===== config.mk =====
export PLATFORM = sky130hd
export DESIGN_NAME = hall_direction_tachometer
export DESIGN_NICKNAME = d
export VERILOG_FILES = /design/src/sv/hdt_pkg.sv /design/src/sv/hdt_ctrl.sv /design/src/sv/hdt_datapath.sv /design/src/sv/hall_direction_tachometer.sv
export SDC_FILE = /design/constraint.sdc
export NUM_CORES = 1
export LEC_CHECK = 0
export BUFFER_PORTS_ARGS = -buffer_cell sky130_fd_sc_hd__buf_2
export CORE_MARGIN = 4
export CORE_UTILIZATION = 63
export DETAILED_ROUTE_END_ITERATION = 16
export GPL_TIMING_DRIVEN = 0
export PLACE_DENSITY = 0.91
export SYNTH_ARGS = -nofsm -noshare
export SYNTH_HDL_FRONTEND = slang
export SYNTH_SLANG_ARGS = --single-unit
export TNS_END_PERCENT = 20

===== constraint.sdc =====
create_clock -name clk_i -period 9.1 [get_ports clk_i]
set_input_delay 0.91 -clock clk_i [delete_from_list [all_inputs] [get_ports clk_i]]
set_output_delay 0.91 -clock clk_i [all_outputs]
set_load 0.05 [all_outputs]

===== src/sv/hdt_pkg.sv =====
// ----------------------------------------------------------------------------
// hdt_pkg
// Shared constants and controller/datapath interface types for the Hall
// direction tachometer.
// ----------------------------------------------------------------------------
package hdt_pkg;

  // timestamp state width; the port timestamp is always 32 bits
  localparam int unsigned TIME_BITS = 32;

  localparam int unsigned PPR_W  = 10;
  localparam int unsigned MAG_W  = 24;
  localparam int unsigned RPM_W  = MAG_W + 1;
  localparam int unsigned DEN_W  = MAG_W + PPR_W;
  localparam int unsigned CNT_W  = $clog2(MAG_W);

  localparam logic [PPR_W-1:0] PPR_RESET  = PPR_W'(90);
  // 60000 rpm*ms scaled by 256 for Q16.8
  localparam logic [MAG_W-1:0] RPM_NUM_Q8 = MAG_W'(15360000);
  localparam logic [MAG_W-1:0] RPM_SAT    = {MAG_W{1'b1}};
  localparam logic [CNT_W-1:0] DIV_LAST   = CNT_W'(MAG_W - 1);

  // sensor codes
  localparam logic [1:0] SENSOR_U   = 2'd0;
  localparam logic [1:0] SENSOR_V   = 2'd1;
  localparam logic [1:0] SENSOR_W   = 2'd2;
  localparam logic [1:0] SENSOR_BAD = 2'd3;

  typedef struct packed {
    logic load;      // capture request, update counters
    logic mul;       // form divisor
    logic step;      // one restoring division step
    logic out_load;  // move result into output register
  } hdt_cmd_t;

  typedef struct packed {
    logic div_last;
  } hdt_status_t;

endpackage


===== src/sv/hdt_ctrl.sv =====
// ----------------------------------------------------------------------------
// hdt_ctrl
// Sequencer: accept, multiply, iterate the divider, hand off the result.
// ----------------------------------------------------------------------------
module hdt_ctrl
  import hdt_pkg::*;
(
  input  logic        clk_i,
  input  logic        rst_ni,
  input  logic        s_valid_i,
  input  logic [1:0]  s_sensor_i,
  output logic        s_ready_o,
  output logic        m_valid_o,
  input  logic        m_ready_i,
  output hdt_cmd_t    cmd_o,
  input  hdt_status_t status_i
);

  typedef enum logic [1:0] {
    ST_IDLE,
    ST_MUL,
    ST_DIV,
    ST_FIN
  } state_e;

  state_e state_q, state_d;
  logic   m_valid_q, m_valid_d;

  always_comb begin
    cmd_o     = '0;
    state_d   = state_q;
    s_ready_o = (state_q == ST_IDLE);
    case (state_q)
      ST_IDLE: begin
        // code 3 is accepted and dropped
        if (s_valid_i && s_sensor_i != SENSOR_BAD) begin
          cmd_o.load = 1'b1;
          state_d    = ST_MUL;
        end
      end
      ST_MUL: begin
        cmd_o.mul = 1'b1;
        state_d   = ST_DIV;
      end
      ST_DIV: begin
        cmd_o.step = 1'b1;
        if (status_i.div_last) state_d = ST_FIN;
      end
      ST_FIN: begin
        if (!m_valid_q || m_ready_i) begin
          cmd_o.out_load = 1'b1;
          state_d        = ST_IDLE;
        end
      end
      default: state_d = ST_IDLE;
    endcase
  end

  always_comb begin
    m_valid_d = m_valid_q;
    if (cmd_o.out_load) m_valid_d = 1'b1;
    else if (m_ready_i) m_valid_d = 1'b0;
  end

  always_ff @(posedge clk_i or negedge rst_ni) begin
    if (!rst_ni) begin
      state_q   <= ST_IDLE;
      m_valid_q <= 1'b0;
    end else begin
      state_q   <= state_d;
      m_valid_q <= m_valid_d;
    end
  end

  assign m_valid_o = m_valid_q;

endmodule


===== src/sv/hdt_datapath.sv =====
// ----------------------------------------------------------------------------
// hdt_datapath
// Direction, pulse count, period, divisor multiply, bit-serial divider and
// output register.
// ----------------------------------------------------------------------------
module hdt_datapath
  import hdt_pkg::*;
(
  input  logic              clk_i,
  input  logic              rst_ni,
  input  logic              cfg_we_i,
  input  logic [PPR_W-1:0]  cfg_wdata_i,
  input  logic [1:0]        sensor_i,
  input  logic              level_u_i,
  input  logic              level_v_i,
  input  logic              level_w_i,
  input  logic [31:0]       time_ms_i,
  input  hdt_cmd_t          cmd_i,
  output hdt_status_t       status_o,
  output logic              direction_ccw_o,
  output logic [31:0]       pulse_total_o,
  output logic [31:0]       period_ms_o,
  output logic [RPM_W-1:0]  rpm_q8_o,
  output logic              speed_saturated_o
);

  logic [PPR_W-1:0]     ppr_q;
  logic [31:0]          accum_q, accum_d;
  logic [TIME_BITS-1:0] last_q, now, period;
  logic                 ccw_q, ccw_d;
  logic [TIME_BITS-1:0] period_q;
  logic                 sat_q, long_q;
  logic [DEN_W-1:0]     den_q;
  logic [MAG_W-1:0]     num_q, rem_q, quo_q;
  logic [CNT_W-1:0]     cnt_q;
  logic [MAG_W:0]       trial;
  logic                 fits;
  logic [MAG_W-1:0]     mag;

  always_comb begin
    case (sensor_i)
      SENSOR_U: ccw_d = level_u_i ^ level_w_i;
      SENSOR_V: ccw_d = level_v_i ^ level_u_i;
      SENSOR_W: ccw_d = level_w_i ^ level_v_i;
      default:  ccw_d = 1'b0;
    endcase
    accum_d = ccw_d ? accum_q - 32'd1 : accum_q + 32'd1;
    now     = TIME_BITS'(time_ms_i);
    period  = now - last_q;
  end

  // restoring division step; remainder always stays below 2^MAG_W
  assign trial = {rem_q, num_q[MAG_W-1]};
  assign fits  = DEN_W'(trial) >= den_q;
  assign status_o.div_last = (cnt_q == DIV_LAST);

  always_ff @(posedge clk_i or negedge rst_ni) begin
    if (!rst_ni) begin
      ppr_q   <= PPR_RESET;
      accum_q <= '0;
      last_q  <= '0;
    end else begin
      if (cfg_we_i) ppr_q <= cfg_wdata_i;
      if (cmd_i.load) begin
        accum_q <= accum_d;
        last_q  <= now;
      end
    end
  end

  always_ff @(posedge clk_i) begin
    if (cmd_i.load) begin
      ccw_q    <= ccw_d;
      period_q <= period;
      sat_q    <= (period == '0) || (ppr_q == '0);
      long_q   <= (period >> MAG_W) != '0;
    end
    if (cmd_i.mul) begin
      den_q <= DEN_W'(MAG_W'(period_q)) * DEN_W'(ppr_q);
      num_q <= RPM_NUM_Q8;
      rem_q <= '0;
      quo_q <= '0;
      cnt_q <= '0;
    end
    if (cmd_i.step) begin
      num_q <= {num_q[MAG_W-2:0], 1'b0};
      rem_q <= fits ? MAG_W'(trial - (MAG_W+1)'(den_q)) : MAG_W'(trial);
      quo_q <= {quo_q[MAG_W-2:0], fits};
      cnt_q <= cnt_q + CNT_W'(1);
    end
    if (cmd_i.out_load) begin
      direction_ccw_o   <= ccw_q;
      pulse_total_o     <= accum_q;
      period_ms_o       <= 32'(period_q);
      rpm_q8_o          <= ccw_q ? RPM_W'(0) - {1'b0, mag} : {1'b0, mag};
      speed_saturated_o <= sat_q;
    end
  end

  assign mag = sat_q ? RPM_SAT : (long_q ? '0 : quo_q);

endmodule


===== src/sv/hall_direction_tachometer.sv =====
// ----------------------------------------------------------------------------
// hall_direction_tachometer
// Hall edge direction decode, pulse counter and rpm estimate in Q16.8.
// ----------------------------------------------------------------------------
//  channel  dir  handshake                 payload
//  s_axis   in   tvalid/tready             tdata levels+time, tuser sensor
//  m_axis   out  tvalid/tready             tdata dir/count/period/rpm, tuser sat
//  cfg      in   cfg_we_i                  cfg_wdata_i = pulses_per_rev
//
//  A request is captured at its accepting edge; the result is formed by the
//  period * pulses_per_rev multiply and the restoring divider, then loaded
//  into the output register. A new request is taken only after that load.
//  Reset clears pulse count and last timestamp, pulses_per_rev goes to 90.
//  A result waiting on m_axis does not block the next request; the block
//  holds in its final step only if the output register is still full.
//  Sensor code 3 is accepted and dropped without a result.
// ----------------------------------------------------------------------------
module hall_direction_tachometer
  import hdt_pkg::*;
(
  input  logic              clk_i,
  input  logic              rst_ni,
  input  logic              cfg_we_i,
  input  logic [PPR_W-1:0]  cfg_wdata_i,
  input  logic              s_axis_tvalid_i,
  output logic              s_axis_tready_o,
  // [0] level_u, [1] level_v, [2] level_w, [34:3] time_ms, rest zero
  input  logic [39:0]       s_axis_tdata_i,
  // [1:0] edge_sensor
  input  logic [1:0]        s_axis_tuser_i,
  output logic              m_axis_tvalid_o,
  input  logic              m_axis_tready_i,
  // [0] direction_ccw, [32:1] pulse_total, [64:33] period_ms,
  // [89:65] rpm_q8, rest zero
  output logic [95:0]       m_axis_tdata_o,
  // [0] speed_saturated
  output logic              m_axis_tuser_o
);

  hdt_cmd_t         cmd;
  hdt_status_t      status;
  logic             dir_ccw;
  logic [31:0]      pulse_total;
  logic [31:0]      period_ms;
  logic [RPM_W-1:0] rpm_q8;

  hdt_ctrl u_ctrl (
    .clk_i      (clk_i),
    .rst_ni     (rst_ni),
    .s_valid_i  (s_axis_tvalid_i),
    .s_sensor_i (s_axis_tuser_i),
    .s_ready_o  (s_axis_tready_o),
    .m_valid_o  (m_axis_tvalid_o),
    .m_ready_i  (m_axis_tready_i),
    .cmd_o      (cmd),
    .status_i   (status)
  );

  hdt_datapath u_datapath (
    .clk_i             (clk_i),
    .rst_ni            (rst_ni),
    .cfg_we_i          (cfg_we_i),
    .cfg_wdata_i       (cfg_wdata_i),
    .sensor_i          (s_axis_tuser_i),
    .level_u_i         (s_axis_tdata_i[0]),
    .level_v_i         (s_axis_tdata_i[1]),
    .level_w_i         (s_axis_tdata_i[2]),
    .time_ms_i         (s_axis_tdata_i[34:3]),
    .cmd_i             (cmd),
    .status_o          (status),
    .direction_ccw_o   (dir_ccw),
    .pulse_total_o     (pulse_total),
    .period_ms_o       (period_ms),
    .rpm_q8_o          (rpm_q8),
    .speed_saturated_o (m_axis_tuser_o)
  );

  assign m_axis_tdata_o = {6'd0, rpm_q8, period_ms, pulse_total, dir_ccw};

endmodule


# Yosys cells after proc, flatten, opt, wreduce, memory -nomap -nowiden
# Index checks and enable logic that the tools add are counted.
# totals
ff_bits	301
in_bits	57
output_inout_bits	99
word_cells	79
# classes
add_sub_neg	6
multipliers	1
magnitude_cmp	1
n_eq_ne	10
n_mux	25
n_bitwise	3
reduce_logical	12
# ops
operator	count
$mux W24	9
$ge A25 B34 Y1	1
$mul A24 B10 Y34	1
$add A32 B1 Y32 const B	1
$logic_not A32 Y1	1
$mux W32	1
$reduce_bool A32 Y1	1
$sub A32 B1 Y32 const B	1
$sub A32 B32 Y32	1
$sub A1 B24 Y25 const A	1
$sub A24 B24 Y24	1
$logic_not A10 Y1	1
$mux W5	2
$mux W1	8
$pmux W2 S4	1
$eq A2 B2 Y1 const B	3
$mux W2	3
$add A5 B1 Y5 const B	1
$eq A5 B5 Y1 const B	1
$eq A2 B1 Y1 const B	2
$logic_not A2 Y1	2
$ne A2 B1 Y1 const B	2
$ne A2 B2 Y1 const B	2
$reduce_bool A2 Y1	2
6 further kinds	9

# Longest topological paths before layout
# logic_depth
depth_word	5
ltp_mapped	24
depth_no_buf	22

# Modules after synthesis
# Synthesis repeated with hierarchy kept, for this count alone.
# unflattened
cells_unflattened	2330
area_unflattened_um2	23732.8
# by_module_without_submodules
module	n_inst	cells_per_inst	area_per_inst_um2	seq_area_each_um2
hdt_datapath	1	2301	23450.0	8583.2
hdt_ctrl	1	21	226.5	75.1
hall_direction_tachometer	1	8	56.3	0.0

# Worst setup path before layout
# Ideal clock, no wire load.
# synth_path
path_kind	register to register
startpoint	register u_datapath.ppr_q[3]
endpoint	register u_datapath.den_q[33] (data pin)
arrival_time_ns	6.193
t_required_ns	8.834
slack_ns	2.640
stages_incl_launch_ff	23
synth_period_minus_slack_ns	6.460
path_cell_list	dfstp_2 clkbuf_1 clkbuf_1 nand2_1 fa_1 inv_1 fa_1 fa_1 fa_1 inv_1 fa_1 inv_1 ha_1 a21o_1 a21o_1 a21oi_1 o21ai_0 a221o_1 a41o_1 a41o_1 o41ai_1 mux2i_1 nand4_1
# synth_between
elab_chain_cells	1
# synth_lines
element	line_no	rtl
from (decl)	hdt_datapath.sv:27	logic [PPR_W-1:0] ppr_q;
from (signal assigned)	hdt_datapath.sv:63	if (cfg_we_i) ppr_q <= cfg_wdata_i;
$mul A24 B10 Y34	hdt_datapath.sv:79	den_q <= DEN_W'(MAG_W'(period_q)) * DEN_W'(ppr_q);
to (signal assigned)	hdt_datapath.sv:79	
to (decl)	hdt_datapath.sv:33	logic [DEN_W-1:0] den_q;
# No other way between the ends.
# A chain may end at the register's enable or synchronous reset.

# Worst setup path in the final report
# Ends and elaborated chain as after synthesis.

==> summary by stage <==
Routing
The total vias in the final route is 18,200. The routed wire length is 58,200 um. The first-pass iteration count of the detailed router is 6.

The number of design-rule violations left by the first detailed-router iteration is 1,775. The residual antenna-violating net count after detailed routing is 0. Dividing the detail-routed wire length by the instance count gives 19.7 um. The DRC violation count after routing is 0. Dividing the detail-routed via count by the number of cells gives 6.14.

CTS
The CTS tree is done. The number of sinks handled by clock tree synthesis is 301. The maximum level of the CTS H-tree is 2. In this run the clock root is driven by a sky130_fd_sc_hd__clkbuf_16. The number of buffers on the longest clock path is 3. Post-CTS repair changed the size of 0 cells. The CTS clock-pin slew for the worst setup and hold paths is 0.06 ns. Clock latency on the worst-skew pair, taken at its later pin, is 0.55 ns.

For this design, the CTS-stage hold fixing added 0 buffers. Clock tree synthesis inserted a total of 35 buffers. After clock tree synthesis, the setup repair step added 0 buffers.

Worst setup path
The required time of the critical path is 9.37 ns. The data arrival time of the worst path is 7.81 ns. On the critical path the largest part of the delay comes from adder cells. The cell type with the highest occurrence count on the critical path is sky130_fd_sc_hd__fa_1. The critical path starts at u_datapath.ppr_q[3]. STA classifies the critical path startpoint as a register. The classification of the worst setup path is reg -> reg. Of all nets on the critical path, the largest fanout is 10. The worst setup path is captured at a register. The critical path goes through clkbuf_1 -> clkbuf_1 -> nand2_1 -> fa_1 -> inv_1 -> fa_1 -> fa_1 -> fa_1 -> inv_1 -> fa_1 -> inv_1 -> ha_1 -> a21o_1 -> a21o_1 -> a21oi_1 -> o21ai_0 -> a221o_1 -> a41o_1 -> a41o_1 -> o41ai_1 -> mux2i_1 -> nand4_1. The largest individual stage delay along the critical path comes from the cell sky130_fd_sc_hd__fa_1. The count of buffer and inverter cells on the critical path is 5. In this run the critical register-to-register path is launched from u_datapath.ppr_q[3].

The critical path's largest stage delay is 0.58 ns.

STA
Setup violations remaining at the end of the flow were counted as 0. For the pin with the worst max-slew slack, the measured transition is 1.30 ns. Summed over all failing endpoints, the final setup total negative slack is 0 ns.

Measured against its own limit, the worst slew margin works out to 13.2%. The post-route clock skew is 0.0186 ns. Dividing the final minimum period by the clock period gives 82.8%. The worst hold-check slack is 0.278 ns. The highest clock frequency the design can meet is 133 MHz.

The final critical path time including I/O delays and setup is 7.54 ns. The number of pins exceeding their max-slew limit in the final report is 0. Setup repair after global routing left no endpoint under its margin.

The count of endpoints failing hold in the final timing report came to 0.

Status
The run finished with clean final reports.

GRT
The wire length of the first global-routing pass is 95,400 um. Entering global routing, the biggest net connects 67 pins. The number of antenna violations at the first check in global routing is 4. The remaining global-route overflow is 0. The number of global-route vias before repair was 18,800. Global routing consumed, over all layers together, 28.9% of the routing resources.

Die
The count of pins on the block boundary is 156. The initialized floorplan defines 70 standard-cell rows. The overall die width is 200 um. The core box area is 36,500 um2. Once the floorplan was initialized, standard cells occupied 63.7% of the core. The floorplan die height is 200 um. The die covers 40,100 um2.

Cells and area
Cells with a size suffix above 1 make up 10.8% of the layout. The library cells used most frequently in the layout, excluding fill and tap cells, are 265 x sky130_fd_sc_hd__inv_1, 224 x sky130_fd_sc_hd__edfxtp_1, 200 x sky130_fd_sc_hd__nand2_1. The most frequent standard cell in the layout excluding fill and tap cells is sky130_fd_sc_hd__inv_1. The net count of the finished layout is 2,859. The final core utilization is 71.0%. The final cell count without fillers is 2,961. Relative to the synthesized area, the layout overhead comes to 11.4%.

Placed design
Once placement completed, the tool counted placed cells totaling 2,895. The congestion estimate from routability-driven global placement came to 0.942. The HPWL after detailed placement is 42,300 um.

Port buffering added 143 buffers.

Worst hold path
The worst min-delay path class is in -> async.

Logic synthesis
The post-synthesis sequential element count is 301. The predominant post-synthesis flop cell is sky130_fd_sc_hd__edfxtp_1. The share of synthesized cell area in full adder, half adder and majority cells is 23.9%.

After synthesis, the netlist uses 72 different library cells. The total number of yosys warnings is 0. The synthesized netlist devotes 14.2% of its cell area to simple gates. The synthesized area divided by synthesized cell count is 10.2 um2. By area, the combinational part of the netlist is dominated by adder cells. The share of synthesized area spent on multiplexers is 2.38%.

The summed instance area of the synthesized netlist is 23,300 um2. Summing the areas of all compound-gate instances in the mapped netlist gives 12.1% of the synthesized area. The async set-reset flop share out of synthesis is 25.6%. Counting every instance in the synthesized netlist gives 2,276. The count of flip-flops with a built-in enable after synthesis is 224.

The share of the yosys chip area belonging to registers is 37.2%. The XOR/XNOR share of the synthesized area is 4.14%.

Run
The tool flagged a number of max-cap violations equal to 0.
-- cells in the mapped netlist, types with 41 or more instances --
master,count,area [um2]
sky130_fd_sc_hd__nor3_1,41,205
sky130_fd_sc_hd__nand2_1,200,751
sky130_fd_sc_hd__clkbuf_1,81,304
sky130_fd_sc_hd__a21o_1,55,413
sky130_fd_sc_hd__mux2_2,42,473
sky130_fd_sc_hd__inv_1,265,995
sky130_fd_sc_hd__and2_1,165,1030
sky130_fd_sc_hd__a21oi_1,139,696
sky130_fd_sc_hd__xor2_1,50,438
sky130_fd_sc_hd__o21ai_0,93,465
sky130_fd_sc_hd__fa_1,177,3540
sky130_fd_sc_hd__edfxtp_1,224,6730
sky130_fd_sc_hd__nor2_1,132,495
sky130_fd_sc_hd__ha_1,161,2010
sky130_fd_sc_hd__xnor2_1,60,526
sky130_fd_sc_hd__dfrtp_1,73,1830
-- worst paths after layout --
path                                              endpoint  slack (ns)  cells after the start
worst max-delay path                  u_datapath.den_q[33]        1.56                     22
worst min-delay path                u_datapath.accum_q[23]        0.28                      1
worst max register to register        u_datapath.den_q[33]        1.56                     22
worst min register to register  u_datapath.period_ms_o[28]        0.42                      0
max in group asynchronous              u_datapath.ppr_q[3]        8.17                      2
min in group clk_i              u_datapath.period_ms_o[28]        0.42                      0
-- kinds of logic (layout without fill, tap and decap cells) --
group | count (synthesis) | count (layout)
buf+inv | 365 | 575
compound gates | 443 | 443
flops | 301 | 301
mux | 50 | 50
simple gates | 668 | 668
fa+ha+maj | 338 | 338
xor+xnor | 110 | 110
other cells | 1 | 8
-- flip-flops by register name (all words and copies together) (netlist names), 2 cells and up --
signal and flops:
u_datapath.accum_q 32, u_datapath.period_ms_o 32, u_datapath.ppr_q 10, u_datapath.num_q 11, u_datapath.rem_q 24, u_ctrl.state_q 2
u_datapath.last_q 32, u_datapath.pulse_total_o 32, u_datapath.quo_q 24, u_datapath.cnt_q 5, u_datapath.period_q 32, u_datapath.rpm_q8_o 25
u_datapath.den_q 34
-- final cells by class --
class	count	area [um2]
sequential	301	8660
buffer	98	394
multi-input combinational	1615	13300
tap	468	586
clock buffer	43	948
timing repair buffer	146	801
fill	2392	10600
clock inverter	21	288
antenna	2	5.00
inverter	267	1000
-- per-layer routing --
layer | track usage (%) | wire length [um] | vias up
li1 | - | - | 8153
met1 | 35.5 | 21800 | 8667
met2 | 49.0 | 28100 | 1105
met3 | 6.62 | 5500 | 244
met4 | 13.4 | 2780 | 4
met5 | 0 | 26 | -
-- worst reg2reg max path, stage by stage, from the launching register on --
cell,delay [ns]
sky130_fd_sc_hd__dfstp_2,0.51
sky130_fd_sc_hd__clkbuf_1,0.38
sky130_fd_sc_hd__clkbuf_1,0.52
sky130_fd_sc_hd__nand2_1,0.18
sky130_fd_sc_hd__fa_1,0.58
sky130_fd_sc_hd__inv_1,0.06
sky130_fd_sc_hd__fa_1,0.53
sky130_fd_sc_hd__fa_1,0.46
sky130_fd_sc_hd__fa_1,0.56
sky130_fd_sc_hd__inv_1,0.06
sky130_fd_sc_hd__fa_1,0.53
sky130_fd_sc_hd__inv_1,0.04
sky130_fd_sc_hd__ha_1,0.36
sky130_fd_sc_hd__a21o_1,0.18
sky130_fd_sc_hd__a21o_1,0.17
sky130_fd_sc_hd__a21oi_1,0.22
sky130_fd_sc_hd__o21ai_0,0.16
sky130_fd_sc_hd__a221o_1,0.35
sky130_fd_sc_hd__a41o_1,0.27
sky130_fd_sc_hd__a41o_1,0.26
sky130_fd_sc_hd__o41ai_1,0.54
sky130_fd_sc_hd__mux2i_1,0.25
sky130_fd_sc_hd__nand4_1,0.11
-- metrics by stage --
step	setup WS [ns]	cell area, um2
finish	1.56	25900
global route	1.36	25900
CTS	1.66	25900
detailed placement	1.73	24700
global placement	1.92	24600
floorplan	2.64	23300
Power is left out: the tool's default activity adds up to more than one toggle a clock period on the data nets, which glitch-free logic cannot reach.
